[src/hw/rtl/lfbe_pkg.sv]
// Shared types and constants for the log-frequency breakpoint envelope.
// No dependencies.
package lfbe_pkg;

  localparam int MaxPoints   = 16;
  localparam int MaxHalfSize = 4096;
  localparam int PtAW        = $clog2(MaxPoints);
  localparam int CntW        = $clog2(MaxPoints + 1);

  localparam int FreqW = 24;
  localparam int GainW = 24;
  localparam int LogW  = 21;  // 5 integer bits + 16 fraction bits

  localparam logic [1:0] CmdClear  = 2'd0;
  localparam logic [1:0] CmdAppend = 2'd1;
  localparam logic [1:0] CmdEval   = 2'd2;
  localparam logic [1:0] CmdNone   = 2'd3;  // unused, ignored

  localparam logic [2:0] StOk      = 3'd0;
  localparam logic [2:0] StNotInc  = 3'd1;
  localparam logic [2:0] StFull    = 3'd2;
  localparam logic [2:0] StZero    = 3'd3;
  localparam logic [2:0] StEmpty   = 3'd4;

  localparam logic [0:0] RegHalfSize = 1'd0;
  localparam logic [0:0] RegBinHop   = 1'd1;

  // controller -> datapath
  typedef struct packed {
    logic load;       // capture input transaction
    logic scan;       // take contour entry read at rd_idx
    logic wr;         // write contour entry
    logic log_step;   // take log of bin frequency
    logic div_start;
    logic div_step;
    logic prod;       // fraction times gain delta
    logic fin;        // build result
    logic [2:0] fin_sel;
  } lfbe_cmd_t;

  // datapath -> controller
  typedef struct packed {
    logic below;      // read entry frequency < bin frequency
    logic not_above;  // input frequency <= last stored
    logic freq_zero;  // input frequency is zero
  } lfbe_stat_t;

  localparam logic [2:0] FinZero  = 3'd0;
  localparam logic [2:0] FinFirst = 3'd1;
  localparam logic [2:0] FinLast  = 3'd2;
  localparam logic [2:0] FinInterp = 3'd3;

  // Mitchell log2, Q5.16
  function automatic logic [LogW-1:0] mlog2(input logic [FreqW-1:0] x);
    logic [4:0] k;
    logic [FreqW+15:0] f;
    k = '0;
    for (int i = 0; i < FreqW; i++)
      if (x[i]) k = 5'(i);
    f = ({16'd0, x} ^ ({{(FreqW+15){1'b0}}, 1'b1} << k)) << 16;
    f = f >> k;
    mlog2 = {k, f[15:0]};
  endfunction

endpackage

[src/hw/rtl/lfbe_ram.sv]
// Generic single-port RAM with registered read.
// No dependencies.
module lfbe_ram #(
  parameter int Width = 24,
  parameter int Depth = 16
) (
  input  logic                     clk,
  input  logic                     we,
  input  logic [$clog2(Depth)-1:0] addr,
  input  logic [Width-1:0]         wdata,
  output logic [Width-1:0]         rdata
);
  logic [Width-1:0] mem [Depth];

  always_ff @(posedge clk) begin
    if (we) mem[addr] <= wdata;
    rdata <= mem[addr];
  end
endmodule

[src/hw/rtl/lfbe_datapath.sv]
// Datapath: contour memories, bin frequency, logs, serial divider, product.
// Depends on lfbe_pkg and lfbe_ram.
module lfbe_datapath
  import lfbe_pkg::*;
(
  input  logic             clk,
  input  lfbe_cmd_t        cmd,
  input  logic [PtAW-1:0]  rd_idx,
  input  logic [FreqW-1:0] in_freq,
  input  logic [GainW-1:0] in_gain,
  input  logic [12:0]      in_bin,
  input  logic [19:0]      bin_hop,
  output lfbe_stat_t       stat,
  output logic [GainW-1:0] value
);
  logic [FreqW-1:0] freq_r, ffreq_r, frd;
  logic [GainW-1:0] gain_r, grd, g1_r, g2_r;
  logic [FreqW-1:0] binf_r;
  logic [LogW-1:0]  lo_r, hi_r, x_r;
  logic [LogW:0]    rem_r, dvs, rem_diff;
  logic [16:0]      q_r;
  logic             dz_r;
  logic [15:0]      frac;
  logic signed [24:0] gdiff;
  logic signed [41:0] prod_r;
  logic [GainW-1:0] value_r;
  logic [32:0]      f64;

  lfbe_ram #(.Width(FreqW), .Depth(MaxPoints)) u_freq (
    .clk(clk), .we(cmd.wr), .addr(rd_idx), .wdata(freq_r), .rdata(frd));
  lfbe_ram #(.Width(GainW), .Depth(MaxPoints)) u_gain (
    .clk(clk), .we(cmd.wr), .addr(rd_idx), .wdata(gain_r), .rdata(grd));

  assign f64 = 33'(in_bin) * 33'(bin_hop);
  assign dvs = {1'b0, hi_r - lo_r};
  assign rem_diff = rem_r - dvs;
  // no interpolation fraction when the logs do not order
  assign frac = dz_r ? 16'd0 : (q_r[16] ? 16'hFFFF : q_r[15:0]);
  assign gdiff = $signed({g2_r[GainW-1], g2_r}) - $signed({g1_r[GainW-1], g1_r});

  always_ff @(posedge clk) begin
    if (cmd.load) begin
      freq_r <= in_freq;
      gain_r <= in_gain;
      binf_r <= (|f64[32:24]) ? {FreqW{1'b1}} : f64[23:0];
    end
    if (cmd.scan) begin
      ffreq_r <= frd;
      g1_r    <= g2_r;
      g2_r    <= grd;
      hi_r    <= mlog2(frd);
      lo_r    <= hi_r;
    end
    if (cmd.log_step) x_r <= mlog2(binf_r);
    if (cmd.div_start) begin
      dz_r  <= !(hi_r > lo_r && x_r > lo_r);
      rem_r <= {1'b0, x_r - lo_r};
      q_r   <= '0;
    end else if (cmd.div_step) begin
      // restoring fractional division, quotient bit 16 first
      if (rem_r >= dvs) begin
        rem_r <= {rem_diff[LogW-1:0], 1'b0};
        q_r   <= {q_r[15:0], 1'b1};
      end else begin
        rem_r <= {rem_r[LogW-1:0], 1'b0};
        q_r   <= {q_r[15:0], 1'b0};
      end
    end
    if (cmd.prod)
      prod_r <= $signed({1'b0, frac}) * gdiff;
    if (cmd.fin) begin
      case (cmd.fin_sel)
        FinFirst:  value_r <= g2_r;
        FinLast:   value_r <= g2_r;
        FinInterp: value_r <= g1_r + prod_r[39:16];
        default:   value_r <= '0;
      endcase
    end
  end

  assign stat.below     = ffreq_r < binf_r;
  assign stat.not_above = freq_r <= ffreq_r;
  assign stat.freq_zero = freq_r == '0;
  assign value = value_r;
endmodule

[src/hw/rtl/lfbe_ctrl.sv]
// Controller state machine sequencing commands over the datapath.
// Depends on lfbe_pkg.
module lfbe_ctrl
  import lfbe_pkg::*;
(
  input  logic            clk,
  input  logic            rst_n,
  input  logic            in_tvalid,
  output logic            in_tready,
  input  logic [1:0]      in_cmd,
  input  logic [12:0]     in_bin,
  input  logic [12:0]     half_size,
  input  lfbe_stat_t      stat,
  output lfbe_cmd_t       cmd,
  output logic [PtAW-1:0] rd_idx,
  output logic            out_tvalid,
  input  logic            out_tready,
  output logic [2:0]      status,
  output logic [4:0]      stored_points
);
  localparam logic [3:0] SIdle = 4'd0, SApRd = 4'd1, SApWait = 4'd2, SApChk = 4'd3,
    SApWr = 4'd4, SEvRd = 4'd5, SEvWait = 4'd6, SEvChk = 4'd7, SLog = 4'd8,
    SDiv = 4'd9, SProd = 4'd10, SFin = 4'd11, SOut = 4'd12;
  localparam logic [4:0] DivSteps = 5'd17;

  logic [3:0] state_r, state_nxt;
  logic [CntW-1:0] cnt_r, cnt_nxt;
  logic [CntW-1:0] idx_r, idx_nxt;
  logic [2:0] st_r, st_nxt;
  logic [4:0] dcnt_r, dcnt_nxt;
  logic [2:0] fsel_r, fsel_nxt;
  logic [12:0] hs;

  assign hs = (half_size > 13'(MaxHalfSize)) ? 13'(MaxHalfSize) : half_size;
  assign in_tready = state_r == SIdle;
  assign out_tvalid = state_r == SOut;
  assign status = st_r;
  assign stored_points = cnt_r;
  assign rd_idx = idx_r[PtAW-1:0];

  always_comb begin
    state_nxt = state_r;
    cnt_nxt = cnt_r;
    idx_nxt = idx_r;
    st_nxt = st_r;
    fsel_nxt = fsel_r;
    dcnt_nxt = dcnt_r;
    cmd = '0;
    cmd.fin_sel = fsel_r;
    case (state_r)
      SIdle: if (in_tvalid) begin
        cmd.load = 1'b1;
        st_nxt = StOk;
        fsel_nxt = FinZero;
        idx_nxt = '0;
        case (in_cmd)
          CmdClear: begin cnt_nxt = '0; state_nxt = SFin; end
          CmdAppend: begin
            idx_nxt = (cnt_r == '0) ? '0 : cnt_r - 1'b1;
            state_nxt = SApRd;
          end
          CmdEval: begin
            if (cnt_r == '0) begin st_nxt = StEmpty; state_nxt = SFin; end
            else if (in_bin == 13'd0 || in_bin > hs) state_nxt = SFin;
            else state_nxt = SEvRd;
          end
          default: state_nxt = SFin;
        endcase
      end
      SApRd: state_nxt = SApWait;
      SApWait: begin cmd.scan = 1'b1; state_nxt = SApChk; end
      SApChk: begin
        state_nxt = SFin;
        if (stat.freq_zero) st_nxt = StZero;
        else if (cnt_r >= CntW'(MaxPoints)) st_nxt = StFull;
        else if (cnt_r != '0 && stat.not_above) st_nxt = StNotInc;
        else begin
          idx_nxt = cnt_r;
          state_nxt = SApWr;
        end
      end
      SApWr: begin
        cmd.wr = 1'b1;
        cnt_nxt = cnt_r + 1'b1;
        state_nxt = SFin;
      end
      SEvRd: state_nxt = SEvWait;
      SEvWait: begin cmd.scan = 1'b1; state_nxt = SEvChk; end
      SEvChk: begin
        if (!stat.below) begin
          if (idx_r == '0) begin fsel_nxt = FinFirst; state_nxt = SFin; end
          else begin fsel_nxt = FinInterp; state_nxt = SLog; end
        end else if (idx_r + 1'b1 >= cnt_r) begin
          fsel_nxt = FinLast;
          state_nxt = SFin;
        end else begin
          idx_nxt = idx_r + 1'b1;
          state_nxt = SEvRd;
        end
      end
      SLog: begin cmd.log_step = 1'b1; state_nxt = SDiv; end
      SDiv: begin
        dcnt_nxt = dcnt_r + 5'd1;
        if (dcnt_r == 5'd0) cmd.div_start = 1'b1;
        else cmd.div_step = 1'b1;
        if (dcnt_r == DivSteps) begin
          dcnt_nxt = '0;
          state_nxt = SProd;
        end
      end
      SProd: begin cmd.prod = 1'b1; state_nxt = SFin; end
      SFin: begin cmd.fin = 1'b1; state_nxt = SOut; end
      SOut: if (out_tready) state_nxt = SIdle;
      default: state_nxt = SIdle;
    endcase
  end

  always_ff @(posedge clk) begin
    if (!rst_n) begin
      state_r <= SIdle;
      cnt_r <= '0;
      idx_r <= '0;
      st_r <= StOk;
      fsel_r <= FinZero;
      dcnt_r <= '0;
    end else begin
      state_r <= state_nxt;
      cnt_r <= cnt_nxt;
      idx_r <= idx_nxt;
      st_r <= st_nxt;
      fsel_r <= fsel_nxt;
      dcnt_r <= dcnt_nxt;
    end
  end

  assert property (@(posedge clk) disable iff (!rst_n) cnt_r <= CntW'(MaxPoints))
    else $error("point count overflow");
  assert property (@(posedge clk) disable iff (!rst_n)
    out_tvalid && !out_tready |=> out_tvalid && $stable(status) && $stable(stored_points))
    else $error("result lost under stall");
  assert property (@(posedge clk) disable iff (!rst_n) in_tready |-> !out_tvalid)
    else $error("input accepted while result pending");
  assert property (@(posedge clk) disable iff (!rst_n)
    cmd.wr |-> cnt_r < CntW'(MaxPoints))
    else $error("write into full contour");
endmodule

[src/hw/rtl/log_frequency_breakpoint_envelope.sv]
// Top level of the log-frequency breakpoint envelope.
// Depends on lfbe_pkg, lfbe_ctrl, lfbe_datapath, lfbe_ram.
//
// Input stream in_*: tdata = {bin_index, point_gain, point_frequency}, tuser =
// command (0 clear, 1 append, 2 evaluate). One result per transaction on out_*:
// tdata = {stored_points, status, envelope_value}.
// Items are handled one at a time. Clear, unused command, empty contour and
// out-of-range bin go from the input transaction straight to SFin, which builds
// the result, and then to SOut, where out_tvalid is high. Append reads the last
// stored point (SApRd, SApWait, SApChk) and writes it in SApWr if stored.
// Evaluate passes SEvRd, SEvWait, SEvChk per breakpoint scanned and, when it
// interpolates, SLog, SDiv (serial divider) and SProd before SFin and SOut.
// in_tready is low while an item is in work or its result waits; a stalled
// receiver holds the result and the input side stalls behind it.
// Reset empties the contour and loads half_size 32 and bin_hop 11025.
// Registers via APB: half_size at 0x0, bin_hop at 0x4.
module log_frequency_breakpoint_envelope
  import lfbe_pkg::*;
(
  input  logic        clk,
  input  logic        rst_n,
  input  logic        in_tvalid,
  output logic        in_tready,
  input  logic [63:0] in_tdata,  // point_frequency, point_gain, bin_index
  input  logic [1:0]  in_tuser,  // command
  output logic        out_tvalid,
  input  logic        out_tready,
  output logic [31:0] out_tdata, // envelope_value, status, stored_points
  input  logic        cfg_psel,
  input  logic        cfg_penable,
  input  logic        cfg_pwrite,
  input  logic [2:0]  cfg_paddr,
  input  logic [31:0] cfg_pwdata,
  output logic [31:0] cfg_prdata,
  output logic        cfg_pready
);
  logic [12:0] half_size_r;
  logic [19:0] bin_hop_r;
  lfbe_cmd_t cmd;
  lfbe_stat_t stat;
  logic [PtAW-1:0] rd_idx;
  logic [GainW-1:0] value;
  logic [2:0] status;
  logic [4:0] pts;

  assign cfg_pready = 1'b1;
  always_ff @(posedge clk) begin
    if (!rst_n) begin
      half_size_r <= 13'd32;
      bin_hop_r <= 20'd11025;
    end else if (cfg_psel && cfg_penable && cfg_pwrite) begin
      if (cfg_paddr[2] == RegHalfSize) half_size_r <= cfg_pwdata[12:0];
      else bin_hop_r <= cfg_pwdata[19:0];
    end
  end
  assign cfg_prdata = cfg_paddr[2] ? {12'd0, bin_hop_r} : {19'd0, half_size_r};

  lfbe_ctrl u_ctrl (
    .clk, .rst_n, .in_tvalid,
    .in_tready, .in_cmd(in_tuser), .in_bin(in_tdata[60:48]), .half_size(half_size_r),
    .stat, .cmd, .rd_idx, .out_tvalid, .out_tready, .status, .stored_points(pts));

  lfbe_datapath u_dp (
    .clk, .cmd, .rd_idx, .in_freq(in_tdata[23:0]), .in_gain(in_tdata[47:24]),
    .in_bin(in_tdata[60:48]), .bin_hop(bin_hop_r), .stat, .value);

  assign out_tdata = {pts, status, value};
endmodule

[config.mk]
export PLATFORM = sky130hd
export DESIGN_NAME = log_frequency_breakpoint_envelope
export DESIGN_NICKNAME = d
export VERILOG_FILES = /design/src/hw/rtl/lfbe_pkg.sv /design/src/hw/rtl/lfbe_ram.sv /design/src/hw/rtl/lfbe_datapath.sv /design/src/hw/rtl/lfbe_ctrl.sv /design/src/hw/rtl/log_frequency_breakpoint_envelope.sv
export SDC_FILE = /design/constraint.sdc
export NUM_CORES = 2
export LEC_CHECK = 0
export BUFFER_PORTS_ARGS = -buffer_cell sky130_fd_sc_hd__buf_2
export CAP_MARGIN = 20
export CORE_ASPECT_RATIO = 0.6
export CORE_MARGIN = 5
export CORE_UTILIZATION = 64
export DETAILED_ROUTE_END_ITERATION = 10
export GPL_TIMING_DRIVEN = 0
export PLACE_DENSITY = 0.85
export SETUP_SLACK_MARGIN = 0.2
export SYNTH_ARGS = -nofsm -noshare
export SYNTH_HDL_FRONTEND = slang
export SYNTH_SLANG_ARGS = --single-unit
[constraint.sdc]
create_clock -name clk -period 12.55 [get_ports clk]
set_clock_uncertainty 0.15 [all_clocks]
set_input_delay 1.255 -clock clk [delete_from_list [all_inputs] [get_ports clk]]
set_output_delay 1.255 -clock clk [all_outputs]
set_load 0.01 [all_outputs]
== Word level (Yosys, flattened, before mapping) ==
Memories as Yosys holds them, arrays and structs flattened. A register that Yosys moved wholly into a read port is not among the register bits.
Index checks and enable logic that the tools add are counted.
Storage, ports and cells
  input bits: 108
  RAM bits: 768
  memories kept: 2
  output and inout port bits: 67
  word-level logic and storage cells: 218
  flip-flop bits (word level): 369
Memory list
  u_dp.u_freq.mem: words 16, width 24, read ports 1, clocked after memory_dff 1, write ports 1, RTL line lfbe_ram.sv:13  | logic [Width-1:0] mem [Depth];
  u_dp.u_gain.mem: words 16, width 24, read ports 1, clocked after memory_dff 1, write ports 1, RTL line lfbe_ram.sv:13
Operators by class
  mux-type cells: 107
  bitwise operators: 3
  $mul: 2
  $add $sub $neg: 9
  magnitude comparators: 9
  shifts and indexed selects: 4
  reduce and logical (&&, ||, !) cells: 30
  equal/unequal tests: 29
Operator list (number)
  $mux 5: 29
  $mux 4: 26
  $shr 40x5->16: 2
  $sub 21x21->21: 3
  $mux 3: 17
  $pmux 24 s2: 1
  $pmux 4 s12: 1
  $shl 1x5->24 const A: 2
  $xor 24x24->24: 2
  $gt 21x21->1: 2
  $mux 21: 2
  $mul 17x25->40: 1
  $mul 13x20->33: 1
  $mux 16: 2
  $sub 24x24->25: 1
  $add 24x24->24: 1
  $le 24x24->1: 1
  $logic_not 24->1: 1
  $lt 24x24->1: 1
  $ge 22x21->1: 1
  $mux 22: 1
  $eq 4x4->1 const B: 5
  $mux 20: 1
  $eq 4x3->1 const B: 4
  other kinds (40): 85

== Longest topological paths before layout ==
  depth after elaboration: 27
  depth in mapped cells: 39
  gate-level depth less buffers: 38

== Cells and area by module ==
Synthesis repeated with hierarchy kept, for this count alone.
Unflattened totals
  cells, all modules: 6032
  area, all modules: 74039.8 µm²
By module, submodules not included
  lfbe_datapath: area an instance 40401.2 µm², cells an instance 4312, instances 1, seq. area each 8678.3 µm²
  lfbe_ram (u_dp.u_freq): area an instance 14956.8 µm², cells an instance 637, instances 1, seq. area each 12011.5 µm²
  lfbe_ram (u_dp.u_gain): area an instance 14955.6 µm², cells an instance 637, instances 1, seq. area each 12011.5 µm²
  lfbe_ctrl: area an instance 2089.5 µm², cells an instance 271, instances 1, seq. area each 480.5 µm²
  log_frequency_breakpoint_envelope: area an instance 1636.6 µm², cells an instance 175, instances 1, seq. area each 660.6 µm²

== Worst setup path before layout ==
Ideal clock, no wire load.
  path type: register -> register
  start point: reg u_dp.g2_r[0]
  end point: reg u_dp.prod_r[39], data pin
  period minus slack after synthesis: 8903 ps
  data arrival time: 8487 ps
  library setup time: 266 ps
  cell stages (with the launch flop): 39
  slack: 3647 ps
  path buffers: 1
  required time: 12134 ps
  path through: edfxtp_1 -> inv_1 -> ha_1 -> inv_1 -> fa_1 -> a21o_1 -> a21oi_1 -> a22oi_1 -> a21oi_1 -> a211o_1 -> a31oi_1 -> a21o_1 -> a21o_1 -> nand2_1 -> a31o_2 -> clkbuf_1 -> nand2_1 -> fa_1 -> [3 not listed] -> fa_1 -> fa_1 -> inv_1 -> fa_1 -> inv_1 -> ha_1 -> a21oi_1 -> o21ai_0 -> a21oi_1 -> nor2b_1 -> a311oi_1 -> nand2b_1 -> o21ai_0 -> a32oi_1 -> a211oi_1 -> a21oi_1 -> xnor2_1 -> xnor2_1
Between the ends
  longest elaborated chain between the ends: 2
Ends and longest elaborated chain
  from (decl): RTL line lfbe_datapath.sv:17  | logic [GainW-1:0] gain_r, grd, g1_r, g2_r;
  from (signal assigned): RTL line lfbe_datapath.sv:50  | g2_r <= grd;
  $sub 24x24->25: RTL line lfbe_datapath.sv:39  | assign gdiff = $signed({g2_r[GainW-1], g2_r}) - $signed({g1_r[GainW-1], g1_r});
  $mul 17x25->40: RTL line lfbe_datapath.sv:70  | prod_r <= $signed({1'b0, frac}) * gdiff;
  to (signal assigned): RTL line lfbe_datapath.sv:70
  to (decl): RTL line lfbe_datapath.sv:25  | logic signed [41:0] prod_r;
No other way between the ends.
A chain may end at the register's enable or synchronous reset.

== Worst setup path after layout ==
Same ends and word-level chain as after synthesis.

==> flow_metrics.tcl <==
set metrics [dict create \
    p_sw_w 0.00661 \
    grt_first_pass_wirelength_mm 338 \
    grt_overflow_total 0 \
    worst_hold_path_type "register to register" \
    drt_pre_antenna_iters 7 \
    cts_tree "done" \
    dieArea_um2 121000 \
    clockRootBuffer "clkbuf_16" \
    power_frac_seq_pct 34.1 \
    seq_area_um2 33800 \
    combPwrFrac_pct 44.4 \
    multiInputGateArea_um2 35200 \
    drv_slew 0 \
    slowest_stage "fa_1" \
    drv_cap 0 \
    clock.fmax_ghz 0.0880 \
    yosys_most_used_dff "edfxtp_1" \
    relSlewSlack_pct 10.2 \
    drive_above_1_share_pct 11.9 \
    clkTransAtPathRegs_ns 0.07 \
    vias 51600 \
    clock-sinks 1168 \
    grt_setup_unrepaired "false" \
    cp.required_ns 12.85 \
    num_rows 95 \
    final_common_cell "edfxtp_1" \
    initial_utilization_pct 64.7 \
    min_period_over_period_pct 90.5 \
    ant_nets 0 \
    grt_max_degree 66 \
    hold_viol 0 \
    cts_buffers 103 \
    async_reset_ff_share_pct 0 \
    port_buffers 144 \
    cts_buffer_depth 3 \
    cts_resized 0 \
    die_y_um 271 \
    setup_violations 0 \
    wire_per_inst_um 29.9 \
    ios 175 \
    finalWirelength_mm 231 \
    worst_path_largest_cell_delay_ns 0.61 \
    area_growth_pct 10.4 \
    insertion_delay_ns 0.76 \
    gr-usage-all-layers_pct 38.2 \
    post-dp-hpwl_mm 162 \
    fillers 7165 \
    worstSetupPathType "register to register" \
    htree_levels 3 \
    period_minus_slack_ns 11.36 \
    p_clk_share_pct 21.5 \
    post_cts_buffers 0 \
    yosys.cell_types.count 83 \
    hold_buffers 0 \
    cellLeakagePower_nw 31.5 \
    cp-start-kind "register" \
    critPathMostFrequentCell "fa_1" \
    p_int_w 0.00927 \
    fp.coreArea_um2 112000 \
    layout.nets 7182 \
    p_per_area_nw_per_um2 198 \
    end_kind "register" \
    setup_tns_ns 0 \
    synth_top_area_cell "edfxtp_1" \
    yosys-top-cells-area "edfxtp_1 43%, fa_1 16%, mux4_2 7.5%" \
    cp-startpoint "u_dp.g2_r[0]" \
    syn_inst 5771 \
    drt_iter0_drc 8277 \
    min_from "u_dp.u_gain.rdata[17]" \
    antenna_found_initial 12 \
    ys_warn_count 0 \
    final_cell_mix "1045 x edfxtp_1, 781 x inv_1, 588 x nand2_1" \
    synth_seq_area_share_pct 46.5 \
    critical_path_arrival_ns 11.66 \
    status "complete, no violations" \
    synth-seq-cells 1168 \
    syn-cell-area_um2 72700 \
    reg2reg_from "u_dp.g2_r[0]" \
    grt_pass1_vias 51300 \
    finalPower_w 0.0159 \
    cp_max_fo 10 \
    syn_avg_cell_area_um2 12.6 \
    max_slew.worst_pin.slew_ns 1.33 \
    die_w_um 445 \
    swShare_pct 41.6 \
    vias_per_cell 6.67 \
    vdd_ir_drop_max_mv 0.152 \
    drc 0 \
    synth_edf_count 1045 \
    place.gp.congestion 1.01 \
    synth_top_area_share_pct 43.2 \
]
[cell families after synthesis]
logic type                 Yosys count  share of synthesized area, %
muxes                              304                          8.38
other                                2                        0.0103
buffers and inverters             1014                          5.32
xor gates and xnor gates           177                          2.13
AOI/OAI and AO/OA                  700                          6.41
DFF                               1168                          46.5
and+or+nand+nor                   1463                          8.99
adders and majority gates          943                          22.2
[Yosys cell counts (24+ instances only)]
cell,instances
a211oi_1,30
a21o_1,72
a21oi_1,200
a22oi_1,31
and2_1,143
and3_1,24
clkbuf_1,191
dfxtp_1,123
edfxtp_1,1045
fa_1,580
ha_1,363
inv_1,782
mux2i_1,43
mux4_2,242
nand2_1,588
nand2b_1,31
nand3_1,44
nand4_1,34
nor2_1,423
nor2b_1,29
nor3_1,60
nor4_1,29
o21a_1,36
o21ai_0,112
xnor2_1,100
xor2_1,77
[metal layers]
| metal | track usage (%) | wire [µm] |
|---|---|---|
| met5 | 0.675 | 158 |
| met4 | 14.5 | 10700 |
| met3 | 15.2 | 37700 |
| met2 | 53.8 | 96100 |
| met1 | 54.1 | 86200 |
[per-stage QoR]
stage / hold WS (ns) / utilization, % / worst slack (ns) / instances / area [µm²]
after floorplan: 0.236 / - / 3.65 / 5782 / 72800
after global placement: 0.238 / 67.1 / 0.268 / 7429 / 75400
after CTS: 0.251 / 71.1 / 1.40 / 7691 / 79800
final: 0.247 / 71.4 / 1.19 / 7728 / 80200
after detailed placement: 0.239 / 68.0 / 1.50 / 7498 / 76300
after global routing: 0.265 / 71.4 / 0.739 / 7725 / 80200
[path summary, 6_finish.rpt]
check                         end  slack (ns)  cells past startpoint
hold / removal      u_dp.g2_r[17]        0.25                      0
setup reg to reg  u_dp.prod_r[39]        1.19                     37
setup / recovery  u_dp.prod_r[39]        1.19                     37
hold reg to reg     u_dp.g2_r[17]        0.25                      0
[state kept, by name (all words and copies together) (netlist names), 22 cells and up]
| name | flops |
|---|---|
| u_dp.binf_r | 24 |
| u_dp.rem_r | 22 |
| u_dp.prod_r | 24 |
| u_dp.gain_r | 24 |
| u_dp.g2_r | 24 |
| u_dp.u_freq.rdata | 24 |
| u_dp.g1_r | 24 |
| u_dp.value | 24 |
| u_dp.u_freq.mem | 384 |
| u_dp.u_gain.rdata | 24 |
| u_dp.u_gain.mem | 384 |
| u_dp.ffreq_r | 24 |
| u_dp.freq_r | 24 |
[layout make-up]
class	count	area share, %
Clock buffer	135	3.48
Multi-Input combinational cell	3600	43.8
Clock inverter	58	0.911
Tap cell	1503	2.34
Timing Repair Buffer	244	2.43
Antenna cell	6	0.0187
Buffer	227	1.14
Inverter	787	3.68
Sequential cell	1168	42.2
[power groups by stage]
stage               clock network (W)  logic (W)  registers, W
floorplan                           0    0.00439       0.00519
global placement                    0    0.00613       0.00544
detailed placement                  0    0.00649       0.00544
CTS                           0.00339    0.00661       0.00537
global route                  0.00359    0.00745       0.00542
finish                        0.00341    0.00705       0.00542
[critical path: cells and delay by family, from the launching register on]
kind	cells	cell delay (ns)
fa+ha+maj	9	4.16
compound gates	15	3.82
xor+xnor	3	1.12
simple gates	4	0.51
flops	1	0.42
buf+inv	6	0.91
(Power assumes the default switching activity.)
